[config.mk]
export PLATFORM = sky130hd
export DESIGN_NAME = stepper_homing_positioner_top
export DESIGN_NICKNAME = d
export VERILOG_FILES = /design/src/sv/shp_pkg.sv /design/src/sv/stepper_homing_positioner_top.sv
export SDC_FILE = /design/constraint.sdc
export NUM_CORES = 1
export LEC_CHECK = 0
export ABC_AREA = 1
export BUFFER_PORTS_ARGS = -buffer_cell sky130_fd_sc_hd__buf_2
export CORE_ASPECT_RATIO = 1.5
export CORE_MARGIN = 2
export CORE_UTILIZATION = 45
export CTS_BUF_LIST = sky130_fd_sc_hd__clkbuf_4 sky130_fd_sc_hd__clkbuf_8
export CTS_CLUSTER_DIAMETER = 50
export DETAILED_ROUTE_END_ITERATION = 10
export PLACE_DENSITY = 0.73
export SYNTH_ARGS = -nofsm -noshare
export SYNTH_HDL_FRONTEND = slang
export SYNTH_SLANG_ARGS = --single-unit
export TNS_END_PERCENT = 5
[constraint.sdc]
create_clock -name clk_i -period 3.1 [get_ports clk_i]
set_input_delay 0 -clock clk_i [delete_from_list [all_inputs] [get_ports clk_i]]
set_output_delay 0 -clock clk_i [all_outputs]
set_load 0.01 [all_outputs]
[src/sv/shp_pkg.sv]
// ----------------------------------------------------------------------------
// shp_pkg - stepper homing positioner definitions
// Shared widths, reset values, register map and sequencer phase codes.
// ----------------------------------------------------------------------------
package shp_pkg;

  // microsteps per 100 um of travel
  localparam int unsigned MICROSTEPS = 16;

  // field widths
  localparam int unsigned TARGET_UM_W = 16;
  localparam int unsigned CNT_W       = 14;
  localparam int unsigned RATE_W      = 8;
  localparam int unsigned EXTRA_W     = 8;

  // saturation limit of the step counters
  localparam logic [CNT_W-1:0] CNT_MAX = {CNT_W{1'b1}};

  // stream payload widths
  localparam int unsigned S_TDATA_W = 24;
  localparam int unsigned M_TDATA_W = 16;

  // configuration port
  localparam int unsigned APB_DATA_W = 32;
  localparam int unsigned APB_ADDR_W = 4;
  localparam int unsigned REG_IDX_W  = 2;

  // register indexes
  localparam logic [REG_IDX_W-1:0] REG_HOME_EXTRA_STEPS = 2'd0;
  localparam logic [REG_IDX_W-1:0] REG_HOME_RAMP_RATE   = 2'd1;
  localparam logic [REG_IDX_W-1:0] REG_FIELD_RAMP_RATE  = 2'd2;

  // register reset values
  localparam logic [EXTRA_W-1:0] HOME_EXTRA_STEPS_RST = 8'd10;
  localparam logic [RATE_W-1:0]  HOME_RAMP_RATE_RST   = 8'd100;
  localparam logic [RATE_W-1:0]  FIELD_RAMP_RATE_RST  = 8'd50;

  // target after reset: 100 um
  localparam logic [CNT_W-1:0] TARGET_STEPS_RST = CNT_W'(MICROSTEPS);

  // input item kinds
  localparam logic KIND_TICK  = 1'b0;
  localparam logic KIND_START = 1'b1;

  // sequencer phases
  localparam int unsigned PHASE_W = 3;
  localparam logic [PHASE_W-1:0] PH_IDLE       = 3'd0;
  localparam logic [PHASE_W-1:0] PH_LATCH_HOME = 3'd1;
  localparam logic [PHASE_W-1:0] PH_SEEK_OPTO  = 3'd2;
  localparam logic [PHASE_W-1:0] PH_EXTRA      = 3'd3;
  localparam logic [PHASE_W-1:0] PH_LATCH_FLD  = 3'd4;
  localparam logic [PHASE_W-1:0] PH_LEAVE_OPTO = 3'd5;
  localparam logic [PHASE_W-1:0] PH_TRAVEL     = 3'd6;

  // micrometre to step conversion: (um * MICROSTEPS) / 100 by reciprocal
  localparam int unsigned PROD_W  = TARGET_UM_W + $clog2(MICROSTEPS + 1);
  localparam int unsigned RECIP_SH = PROD_W + 7;
  localparam logic [63:0] RECIP_64 = ((64'd1 << RECIP_SH) + 64'd99) / 64'd100;
  localparam int unsigned RECIP_W = PROD_W + 1;
  localparam logic [RECIP_W-1:0] RECIP = RECIP_64[RECIP_W-1:0];
  localparam int unsigned QUOT_W = PROD_W + RECIP_W - RECIP_SH;

endpackage

[src/sv/stepper_homing_positioner_top.sv]
// ----------------------------------------------------------------------------
// stepper_homing_positioner_top - homing then positioning step sequencer
// Start transactions load a target; tick transactions walk the homing and
// positioning phases and return the driver controls for that tick.
// ----------------------------------------------------------------------------
// each input transaction's result is registered into the output register when it is accepted
// throughput: one transaction per cycle while the output side does not stall, set by the single state update path
// a result that waits in the output register still lets a new input in the
// cycle the output side takes it
// reset: asynchronous, active low; clears the sequencer state and output valid,
// registers return to their default values
module stepper_homing_positioner_top (
  input  logic                              clk_i,
  input  logic                              rst_ni,
  // input stream
  input  logic                              s_axis_tvalid,
  output logic                              s_axis_tready,
  // tdata: [15:0] target_um, [16] opto_engaged, [17] driver_latched, [23:18] zero
  input  logic [shp_pkg::S_TDATA_W-1:0]     s_axis_tdata,
  // tuser: [0] kind
  input  logic                              s_axis_tuser,
  // result stream
  output logic                              m_axis_tvalid,
  input  logic                              m_axis_tready,
  // tdata: [0] accepted, [1] step_level, [2] driver_enable, [3] direction,
  // [4] speed_reload, [12:5] rate_req, [13] busy_res, [14] done_res,
  // [15] pos_valid
  output logic [shp_pkg::M_TDATA_W-1:0]     m_axis_tdata,
  // configuration port
  input  logic                              psel,
  input  logic                              penable,
  input  logic                              pwrite,
  input  logic [shp_pkg::APB_ADDR_W-1:0]    paddr,
  input  logic [shp_pkg::APB_DATA_W-1:0]    pwdata,
  output logic [shp_pkg::APB_DATA_W-1:0]    prdata,
  output logic                              pready
);
  import shp_pkg::*;

  // configuration registers
  logic [EXTRA_W-1:0] home_extra_steps_q;
  logic [RATE_W-1:0]  home_ramp_rate_q;
  logic [RATE_W-1:0]  field_ramp_rate_q;
  logic [REG_IDX_W-1:0] reg_idx;
  logic                 cfg_wr;

  // sequencer state
  logic [PHASE_W-1:0] phase_q, phase_d;
  logic [CNT_W-1:0]   step_count_q, step_count_d;
  logic               step_phase_q, step_phase_d;
  logic [CNT_W-1:0]   target_steps_q, target_steps_d;
  logic               active_q, active_d;
  logic               valid_flag_q, valid_flag_d;
  logic               move_dir_q, move_dir_d;
  logic               pin_level_q, pin_level_d;

  // output register
  logic                 out_valid_q;
  logic [M_TDATA_W-1:0] out_data_q, out_data_d;

  // input fields
  logic                   in_kind;
  logic [TARGET_UM_W-1:0] in_target_um;
  logic                   in_opto;
  logic                   in_latched;
  logic                   in_fire;

  // conversion datapath
  logic [PROD_W-1:0]         um_scaled;
  logic [PROD_W+RECIP_W-1:0] recip_prod;
  logic [QUOT_W-1:0]         steps_raw;
  logic [CNT_W-1:0]          steps_sat;

  // per-item flags
  logic accepted, reload, done, stepping;

  assign in_kind      = s_axis_tuser;
  assign in_target_um = s_axis_tdata[TARGET_UM_W-1:0];
  assign in_opto      = s_axis_tdata[TARGET_UM_W];
  assign in_latched   = s_axis_tdata[TARGET_UM_W+1];

  // handshake: take a new item whenever the output slot is free or draining
  assign s_axis_tready = !out_valid_q || m_axis_tready;
  assign in_fire       = s_axis_tvalid && s_axis_tready;
  assign m_axis_tvalid = out_valid_q;
  assign m_axis_tdata  = out_data_q;

  // apb decode
  assign pready  = 1'b1;
  assign reg_idx = paddr[REG_IDX_W+1:2];
  assign cfg_wr  = psel && penable && pwrite && pready;

  always_comb begin
    prdata = '0;
    unique case (reg_idx)
      REG_HOME_EXTRA_STEPS: prdata = APB_DATA_W'(home_extra_steps_q);
      REG_HOME_RAMP_RATE:   prdata = APB_DATA_W'(home_ramp_rate_q);
      REG_FIELD_RAMP_RATE:  prdata = APB_DATA_W'(field_ramp_rate_q);
      default:              prdata = '0;
    endcase
  end

  always_ff @(posedge clk_i or negedge rst_ni) begin
    if (!rst_ni) begin
      home_extra_steps_q <= HOME_EXTRA_STEPS_RST;
      home_ramp_rate_q   <= HOME_RAMP_RATE_RST;
      field_ramp_rate_q  <= FIELD_RAMP_RATE_RST;
    end else if (cfg_wr) begin
      unique case (reg_idx)
        REG_HOME_EXTRA_STEPS: home_extra_steps_q <= pwdata[EXTRA_W-1:0];
        REG_HOME_RAMP_RATE:   home_ramp_rate_q   <= pwdata[RATE_W-1:0];
        REG_FIELD_RAMP_RATE:  field_ramp_rate_q  <= pwdata[RATE_W-1:0];
        default: ;
      endcase
    end
  end

  // target in steps: um * MICROSTEPS / 100, exact through the reciprocal
  assign um_scaled  = PROD_W'(in_target_um) * PROD_W'(MICROSTEPS);
  assign recip_prod = (PROD_W+RECIP_W)'(um_scaled) * (PROD_W+RECIP_W)'(RECIP);
  assign steps_raw  = recip_prod[PROD_W+RECIP_W-1:RECIP_SH];
  assign steps_sat  = (steps_raw > QUOT_W'(CNT_MAX)) ? CNT_MAX : steps_raw[CNT_W-1:0];

  // sequencer next state
  always_comb begin
    phase_d        = phase_q;
    step_count_d   = step_count_q;
    step_phase_d   = step_phase_q;
    target_steps_d = target_steps_q;
    active_d       = active_q;
    valid_flag_d   = valid_flag_q;
    move_dir_d     = move_dir_q;
    pin_level_d    = pin_level_q;
    accepted       = 1'b0;
    reload         = 1'b0;
    done           = 1'b0;
    stepping       = 1'b0;

    if (in_kind == KIND_START) begin
      // start is ignored while a command runs
      if (!active_q) begin
        accepted       = 1'b1;
        active_d       = 1'b1;
        phase_d        = PH_IDLE;
        target_steps_d = steps_sat;
      end
    end else if (active_q) begin
      unique case (phase_q)
        PH_LATCH_HOME: begin
          if (in_latched) phase_d = PH_SEEK_OPTO;
        end
        PH_SEEK_OPTO: begin
          if (step_count_q != CNT_MAX) step_count_d = step_count_q + 1'b1;
          if (in_opto) begin
            step_count_d = '0;
            phase_d      = PH_EXTRA;
          end else begin
            stepping = 1'b1;
          end
        end
        PH_EXTRA: begin
          if (step_count_q >= CNT_W'(home_extra_steps_q)) begin
            move_dir_d = 1'b1;
            reload     = 1'b1;
            phase_d    = PH_LATCH_FLD;
          end else begin
            stepping = 1'b1;
          end
        end
        PH_LATCH_FLD: begin
          if (in_latched) begin
            step_count_d = '0;
            phase_d      = PH_LEAVE_OPTO;
          end
        end
        PH_LEAVE_OPTO: begin
          if (!in_opto) begin
            step_count_d = '0;
            phase_d      = PH_TRAVEL;
          end
          stepping = 1'b1;
        end
        PH_TRAVEL: begin
          if (step_count_q >= target_steps_q) begin
            pin_level_d  = 1'b0;
            step_phase_d = 1'b0;
            active_d     = 1'b0;
            valid_flag_d = 1'b1;
            phase_d      = PH_IDLE;
            done         = 1'b1;
          end else begin
            stepping = 1'b1;
          end
        end
        default: begin
          // idle phase and the unused code both start a new homing run
          step_phase_d = 1'b0;
          move_dir_d   = 1'b0;
          reload       = 1'b1;
          step_count_d = '0;
          phase_d      = PH_LATCH_HOME;
        end
      endcase

      // step pin toggles, a step is counted on the rising level
      if (stepping) begin
        if (step_phase_d) begin
          pin_level_d = 1'b1;
          if (step_count_d != CNT_MAX) step_count_d = step_count_d + 1'b1;
        end else begin
          pin_level_d = 1'b0;
        end
        step_phase_d = !step_phase_d;
      end
    end
  end

  // result word for this transaction
  always_comb begin
    out_data_d      = '0;
    out_data_d[0]   = accepted;
    out_data_d[1]   = pin_level_d;
    out_data_d[2]   = active_d && (phase_d != PH_IDLE);
    out_data_d[3]   = move_dir_d;
    out_data_d[4]   = reload;
    out_data_d[12:5] = move_dir_d ? field_ramp_rate_q : home_ramp_rate_q;
    out_data_d[13]  = active_d;
    out_data_d[14]  = done;
    out_data_d[15]  = valid_flag_d;
  end

  // state registers
  always_ff @(posedge clk_i or negedge rst_ni) begin
    if (!rst_ni) begin
      phase_q        <= PH_IDLE;
      step_count_q   <= '0;
      step_phase_q   <= 1'b0;
      target_steps_q <= TARGET_STEPS_RST;
      active_q       <= 1'b0;
      valid_flag_q   <= 1'b0;
      move_dir_q     <= 1'b0;
      pin_level_q    <= 1'b0;
    end else if (in_fire) begin
      phase_q        <= phase_d;
      step_count_q   <= step_count_d;
      step_phase_q   <= step_phase_d;
      target_steps_q <= target_steps_d;
      active_q       <= active_d;
      valid_flag_q   <= valid_flag_d;
      move_dir_q     <= move_dir_d;
      pin_level_q    <= pin_level_d;
    end
  end

  // output valid
  always_ff @(posedge clk_i or negedge rst_ni) begin
    if (!rst_ni) begin
      out_valid_q <= 1'b0;
    end else if (in_fire) begin
      out_valid_q <= 1'b1;
    end else if (m_axis_tready) begin
      out_valid_q <= 1'b0;
    end
  end

  // output payload
  always_ff @(posedge clk_i) begin
    if (in_fire) begin
      out_data_q <= out_data_d;
    end
  end

endmodule

* Word level (Yosys, flattened, before mapping)
Cells that the tools add are included.
** Storage, ports and cells
- Bits in registers :: 77
** Cells by class
- Multiply operators :: 1
- Bitwise gates (word level) :: 3
- Reductions and logical operators :: 20
- Magnitude comparators :: 3
- Mux-type cells :: 57
- Eq/ne operators :: 10
- $add $sub $neg :: 2
** Operators with widths (count)
- 14-bit two-way mux :: 10
- 14-bit case mux with 4 select lines :: 1
- 16-bit by 22-bit multiplier with 38-bit output, second input constant :: 1
- 1-bit two-way mux :: 30
- 14-bit by 1-bit adder with 14-bit output, second input constant :: 2
- 14-bit inequality test, second input constant :: 2
- 3-bit two-way mux :: 9
- 8-bit case mux with 3 select lines :: 1
- 3-bit case mux with 6 select lines :: 1
- 14-bit greater-or-equal comparator :: 1
- 14-bit by 8-bit greater-or-equal comparator with 1-bit output :: 1
- 14-bit greater-than comparator, second input constant :: 1
- 5-bit OR reduction :: 2
- 3-bit == test, second input constant :: 3
- 8-bit two-way mux :: 1
- 3-bit by 2-bit == test with 1-bit output, second input constant :: 2
- 1-bit case mux with 2 select lines :: 3
- 2-bit AND reduction :: 3
- 3-bit AND reduction :: 2
- 3-bit OR reduction :: 2
- 1-bit logical AND :: 4
- 1-bit case mux with 4 select lines :: 1
- 3-bit by 1-bit == test with 1-bit output, second input constant :: 1
- 1-bit inverter :: 3
- other kinds (8) :: 9

* Depth between registers and ports, before layout
Gate-level depths: netlist of run 1.
- Depth in word-level cells :: 10
- Depth in mapped cells :: 25
- Depth with buffers taken out :: 25

* Worst setup path after synthesis of run 1
No wires, ideal clock.
- Kind :: input-to-reg
- Start point :: input port s_axis_tdata[4] (netlist bit)
- End point :: register target_steps_q[9]
- Path buffers :: 0
- Data required time :: 2.969 ns
- Library setup time :: 0.131 ns
- Arrival time :: 4.703 ns
- Slack :: -1.734 ns
- Stages :: 20
- Path through :: fa_1 > inv_1 > fa_1 > inv_1 > fa_1 > fa_1 > fa_1 > inv_1 > fa_1 > inv_1 > ha_1 > a21oi_1 > inv_1 > a21oi_1 > o21ai_0 > a221oi_1 > nand2_1 > or2_2 > nand3_1 > o21ai_0
** Between the ends
- Cells in the longest elaborated chain, start to end :: 3
** Ends and longest elaborated chain
- start, declared :: line stepper_homing_positioner_top.sv:19 : input logic [shp_pkg::S_TDATA_W-1:0] s_axis_tdata,
- 16-bit by 22-bit multiplier with 38-bit output * :: line stepper_homing_positioner_top.sv:120 : assign recip_prod = (PROD_W+RECIP_W)'(um_scaled) * (PROD_W+RECIP_W)'(RECIP);
- 14-bit greater-than comparator :: line stepper_homing_positioner_top.sv:122 : assign steps_sat = (steps_raw > QUOT_W'(CNT_MAX)) ? CNT_MAX : steps_raw[CNT_W-1:0];
- 14-bit two-way mux * :: line stepper_homing_positioner_top.sv:122
- end signal, assigned :: line stepper_homing_positioner_top.sv:247 : target_steps_q <= target_steps_d;
- end, declared :: line stepper_homing_positioner_top.sv:51 : logic [CNT_W-1:0] target_steps_q, target_steps_d;
Mark *: on every way between the ends. The rest lies on a longest branch, timed or not.
A chain may end at the register's enable or synchronous reset.

* Worst setup path in the final report of run 1
- Start point :: input port s_axis_tdata[1] (netlist bit)
- End point :: register target_steps_q[12]
Same word-level chain as after synthesis.

==> results of run 1 <==
==> repair_timing <==
item	CTS	global route
gates resized for setup	47	38
pin swaps	30	28
hold buffers	11	0
setup endpoints to repair	14	14
hold endpoints to repair	44	0
setup buffers	4	1
==> cells by family after synthesis <==
logic type | count (synthesis)
AND/OR/NAND/NOR | 594
buffers and inverters | 379
adder cells (fa/ha/maj) | 287
AO/OA/AOI/OAI | 177
flip-flops | 77
XOR/XNOR | 9
other | 2
==> cell type report <==
| class | instances | area [µm²] |
|---|---|---|
| well taps | 333 | 416.7 |
| clock buffers | 10 | 131.4 |
| flip-flops and latches | 77 | 2018 |
| clock inverters | 6 | 72.57 |
| inverters | 335 | 1257 |
| fillers | 2357 | 11110 |
| repair buffers | 275 | 1982 |
| multi-input cells | 1092 | 8777 |
==> state kept, by name, summed over array words and instances (netlist names) <==
| name | count |
|---|---|
| target_steps_q | 14 |
| m_axis_tvalid | 1 |
| move_dir_q | 1 |
| step_phase_q | 1 |
| phase_q | 3 |
| active_q | 1 |
| pin_level_q | 1 |
| m_axis_tdata | 16 |
| field_ramp_rate_q | 8 |
| step_count_q | 14 |
| valid_flag_q | 1 |
| home_extra_steps_q | 8 |
| home_ramp_rate_q | 8 |
==> through the flow <==
step / total power, W / TNS, ns
CTS: 0.01777 / -18.93
detailed placement: 0.01557 / -26.74
finish: 0.01889 / -18.99
floorplan: 0.009904 / -18.64
global placement: 0.01537 / -25.65
global route: 0.02057 / -21.67
==> worst max-delay path: cells and delay by family <==
family                     cells  cell delay (ns)
AOI/OAI and AO/OA              3             0.52
adders and majority gates      7             3.07
buffers and inverters          8             0.69
and+or+nand+nor                6             0.51
==> power by group through the flow <==
| stage | sequential (W) | clock, W | combinational, W |
|---|---|---|---|
| after floorplan | 0.00147 | 0 | 0.00843 |
| after global placement | 0.00149 | 0 | 0.0139 |
| after detailed placement | 0.00149 | 0 | 0.0141 |
| after CTS | 0.00147 | 0.000832 | 0.0155 |
| after global routing | 0.00151 | 0.000871 | 0.0182 |
| final | 0.00147 | 0.000819 | 0.0166 |
==> cells in the final DEF, fill, tap and decap left out, types with 18 or more instances in the layout <==
cell type	count
ha_4	18
conb_1	25
nand4_1	29
dfrtp_1	52
o21ai_0	70
nand3_1	84
nor2_1	78
buf_4	203
ha_1	161
fa_1	98
nor3_1	20
inv_1	314
buf_2	57
a21oi_1	41
nand2_2	18
inv_2	20
nand3_2	20
nand2_1	298
==> path summary, 6_finish.rpt <==
path	to	slack [ns]	depth (start not counted)
worst max-delay path	target_steps_q[12]	-1.45	24
worst min-delay path	home_ramp_rate_q[1]	0.04	2
worst max register to register	step_count_q[10]	0.25	15
worst min register to register	target_steps_q[8]	0.49	2
max in group asynchronous	step_phase_q	2.13	3
min in group clk_i	m_axis_tvalid	0.05	3
==> per-layer routing <==
metal	share of wire [%]	wire length [µm]
met5	0	0
met4	9.3	3194
met3	3.2	1095
met2	54	18590
met1	33	11450
==> flow_metrics.tcl, run 1 <==
set metrics [dict create \
    dieArea_um2 27500 \
    synth_commonest_cells "323 x inv_1, 310 x nand2_1, 181 x ha_1" \
    synth_top_family_by_area "adder cells" \
    final_util_pct 56.88 \
    grt_util_all_layers_pct 25.61 \
    netlist_area_um2 11770 \
    holdWs_ns 0.03881 \
    cts-root-buf "clkbuf_8" \
    yosys.area.top_type "ha_1" \
    dr.pass1.iters 5 \
    crit_type "input port to flop" \
    final_cell_area_um2 14660 \
    cp_slowest_cell "fa_1" \
    start_util_pct 45.70 \
    io_buffers 61 \
    antenna_cells 0 \
    ys_warn_count 0 \
    synth_edf_count 16 \
    wire_per_inst_um 16.13 \
    first_iter_violations 593 \
    grt-ovfl-total 0 \
    use_met2_pct 49.28 \
    synth-adder-area-share_pct 37.26 \
    dp_hpwl_mm 29.24 \
    cp.required_ns 3.35 \
    vias 11090 \
    busiest_layer "met2" \
    rsz0062_at_grt "true" \
    place_ws_ns -1.998 \
    synth_mux_area_share_pct 0 \
    syn2layout_area_growth_pct 24.47 \
    yosysMostFrequentCell "inv_1" \
    totalWireLength_mm 34.33 \
    power_density_nw_per_um2 1289 \
    maxCapViolCount 0 \
    max_slew_margin_pct 53.52 \
    ant_nets 0 \
    drive_gt1_share_pct 24.46 \
    die_y_um 202.1 \
    vias_per_cell 5.210 \
    synth_xor_area_share_pct 0.6695 \
    placed_cells 2097 \
    avgSynthCellArea_um2 7.721 \
    gp_congestion 1.036 \
    dpl-instance-area_um2 13940 \
    synth-async-reset-ratio_pct 79.22 \
    hold_viol_final 0 \
    worstMarginPinSlew_ns 0.6965 \
    end_kind "flop" \
    cpPeakStageDelay_ns 0.56 \
    finalMaxSlewViolations 0 \
    power.internal_w 0.009380 \
    fin_skew_ns 0.01656 \
    synth_area_leaders "ha_1 19%, fa_1 18%, dfrtp_1 11%, inv_1 10%, nand2_1 9.9%" \
    synth_ff_type "dfrtp_1" \
    p_comb_share_pct 87.9 \
    fin_ws_ns -1.445 \
    cp_cell_sequence "buf_2, fa_1, inv_1, fa_1, inv_1, ha_4, fa_1, fa_1, inv_1, fa_1, inv_1, ha_4, nand2_1, nand2_1, a31oi_2, buf_4, buf_4, buf_4, nor2_1, a211o_1, nand2_1, nand4_1, nand3_1, o21ai_0" \
    cpMostUsedCell "fa_1" \
    num_rows 72 \
    synth-simple-area-share_pct 23.23 \
    startpoint "s_axis_tdata[1]" \
    synth_top_area_share_pct 19.23 \
    clockPowerShare_pct 4.3 \
    use_met3_pct 2.483 \
    setup_violations 14 \
    synth-compound-area-share_pct 8.448 \
    outcome "finished with violations" \
    clock_latency_ns 0.38 \
    fmax_mhz 220.0 \
    grt_start_max_net_pins 47 \
    antenna_found_initial 0 \
    cts_buffer_depth 2 \
    grt_pass1_vias 11590 \
    cts.sinks 77 \
    cts_buffers 9 \
    cp.arrival_ns 4.80 \
    grt_pass1_wl_mm 55.01 \
    p_seq_share_pct 7.8 \
    finalCriticalPeriod_ns 4.545 \
    synthCells 1525 \
    power_switching_w 0.009507 \
    swShare_pct 50.34 \
    clkTransAtPathRegs_ns 0.09 \
    die_w_um 136.1 \
    hold_class "input port to asynchronous set/reset pin" \
    r2r_start "phase_q[0]" \
    p_leak_nw 7.894 \
    cts_tree "built" \
    synth_seq_area_share_pct 17.14 \
    synth-seq-cells 77 \
    grtUsageMet1_pct 23.64 \
    fin_nets 2145 \
    fin_crit_sh_pct 146.6 \
    stdcell_count 2128 \
    drc 0 \
    core-area_um2 25760 \
    violations "setup timing" \
    peakVddDrop_mv 1.097 \
    io-pin-count 119 \
    worst_setup_path_start_kind "input port" \
    synth_cell_type_count 50 \
    h-tree-depth 3 \
    cp_max_fo 5 \
]
(Power assumes the default switching activity.)
==> run 2, diff against run 1 <==
CORE_UTILIZATION = 57   (was 45)
PLACE_DENSITY = 0.86   (was 0.73)
==> run 2 against run 1 <==
Against the previous run:
- the run still ends with setup timing left
- register-to-register slack about the same
- maximum frequency down 2.3%
- utilization increased by 15 points
- global-route usage grew 8.5 points
- die area fell by 21%
- critical path type unchanged
- setup slack got worse by 0.11 ns
- cell area decreased by 0.66%
- flip-flop and latch count stayed put
- final cell count decreased by 3.4%
- highest routed layer unchanged
==> flow_metrics.tcl, run 2 (synthesis gave the netlist of run 1 again) <==
set metrics [dict create \
    r2r_start "step_count_q[4]" \
    max_slew_margin_pct 52.99 \
    maxCapViolCount 0 \
    num_rows 64 \
    startpoint "s_axis_tdata[3]" \
    cts-root-buf "clkbuf_8" \
    cts_tree "built" \
    violations "setup timing" \
    layout_common_cells "312 x inv_1, 293 x nand2_1, 201 x buf_4" \
    worst_setup_path_start_kind "input port" \
    vias 11450 \
    antenna_cells 0 \
    core-area_um2 20340 \
    hold_class "input port to flop" \
    fin_crit_sh_pct 150.0 \
    fmax_mhz 215.0 \
    cp_max_fo 5 \
    h-tree-depth 3 \
    grt-ovfl-total 0 \
    finalCriticalPeriod_ns 4.651 \
    fin_ws_ns -1.551 \
    totalWireLength_mm 37.09 \
    fin_skew_ns 0.01236 \
    final_cell_area_um2 14560 \
    dpl-instance-area_um2 13810 \
    crit_type "input port to flop" \
    outcome "finished with violations" \
    reg2regPathDepth 16 \
    setup_violations 14 \
    syn2layout_area_growth_pct 23.66 \
    r2r_setup_slack_ns 0.25 \
    gp_congestion 1.099 \
    dr.pass1.iters 7 \
    mostFrequentLayoutCell "inv_1" \
    dieArea_um2 21840 \
    die_y_um 180.0 \
    final_util_pct 71.58 \
    cp.arrival_ns 4.94 \
    crit_end "target_steps_q[6]" \
    grt_pass1_vias 12300 \
    finalMaxSlewViolations 0 \
    rsz0062_at_grt "true" \
    cts_buffers 9 \
    largest_register_ffs 16 \
    hold_viol_final 0 \
    cp.required_ns 3.39 \
    end_kind "flop" \
    io-pin-count 119 \
    grt_util_all_layers_pct 34.16 \
    grt_pass1_wl_mm 57.92 \
    dp_hpwl_mm 29.58 \
    io_buffers 61 \
    wire_per_inst_um 18.04 \
    r2r-end "step_count_q[5]" \
    cts.sinks 77 \
    start_util_pct 57.89 \
    worstMarginPinSlew_ns 0.7052 \
    clkTransAtPathRegs_ns 0.08 \
    cts_buffer_depth 2 \
    fin_nets 2142 \
    first_iter_violations 643 \
    antenna_found_initial 0 \
    drive_gt1_share_pct 25.11 \
    ant_nets 0 \
    grt_start_max_net_pins 55 \
    vias_per_cell 5.568 \
    drc 0 \
    die_w_um 121.3 \
    clock_latency_ns 0.37 \
]
## run 2: cell types whose count changed in the layout (fill, tap and decap cells not counted), sizes merged
cell,previous run,this run
buf,264,260
bufinv,1,0
clkbuf,10,9
clkinv,4,3
dlygate4sd3,11,12
inv,336,339
## run 2: critical path, stage by stage
cell      delay [ns]
buf_2           0.21
ha_4            0.25
ha_1            0.31
fa_1            0.51
inv_1           0.05
fa_1            0.46
fa_1            0.56
inv_1           0.06
fa_1            0.48
ha_1            0.33
nand2_1         0.09
inv_1           0.09
nand3_1         0.09
o21ai_0         0.35
a21oi_1         0.07
o21bai_1        0.41
nand4_1         0.19
nand2_1         0.13
or2_2           0.11
nand3_1         0.06
o21ai_1         0.11
## run 2: worst min-delay path by stage
| stage | slack (ns) | start | cells after the start | to |
|---|---|---|---|---|
| 2_1_floorplan | -0.30 | rst_ni | 0 | active_q |
| 3_3_place_gp | -0.16 | rst_ni | 1 | field_ramp_rate_q[2] |
| 3_5_place_dp | -0.16 | rst_ni | 1 | field_ramp_rate_q[2] |
| 4_1_cts | 0.02 | s_axis_tvalid | 4 | m_axis_tvalid |
| 5_1_grt | 0.04 | s_axis_tvalid | 4 | m_axis_tvalid |
| 6_report | 0.02 | s_axis_tvalid | 4 | m_axis_tvalid |
## run 2: area by class of cell
cell class | count | area [µm²]
Tap cell | 264 | 330.3
Clock buffer | 9 | 123.9
Inverter | 335 | 1257
Timing Repair Buffer | 272 | 1958
Sequential cell | 77 | 2018
Fill cell | 1483 | 5781
Clock inverter | 7 | 63.81
Multi-Input combinational cell | 1092 | 8807
## run 2: layer usage
metal / global-route usage (%) / share of wire [%] / up-vias
li1: - / - / 5330
met1: 28.62 / 31 / 5396
met2: 64.65 / 53 / 469
met3: 4.778 / 4.3 / 252
met4: 33.66 / 12 / 0
met5: 0 / 0 / -
## run 2: stage by stage
stage,hold WS (ns),cells,worst slack (ns),TNS (ns)
after global routing,0.04316,2056,-1.731,-22.50
after global placement,-0.1595,2024,-2.058,-25.78
after CTS,0.01628,2056,-1.368,-18.36
after floorplan,-0.2956,1548,-1.446,-18.64
final,0.02425,2056,-1.551,-20.28
after detailed placement,-0.1573,2024,-2.136,-26.73
## run 2: timing repair
| item | CTS | global route |
|---|---|---|
| gates resized for setup | 88 | 16 |
| buffers inserted | 4 | 0 |
| hold buffers | 12 | 0 |
| pin swaps | 51 | 6 |
| hold endpoints to repair | 83 | 0 |
| setup endpoints to repair | 14 | 14 |
| gates cloned | 0 | 0 |
Power of run 2 is left out: the tool's default activity adds up to more than one toggle a clock period on the data nets, which glitch-free logic cannot reach.
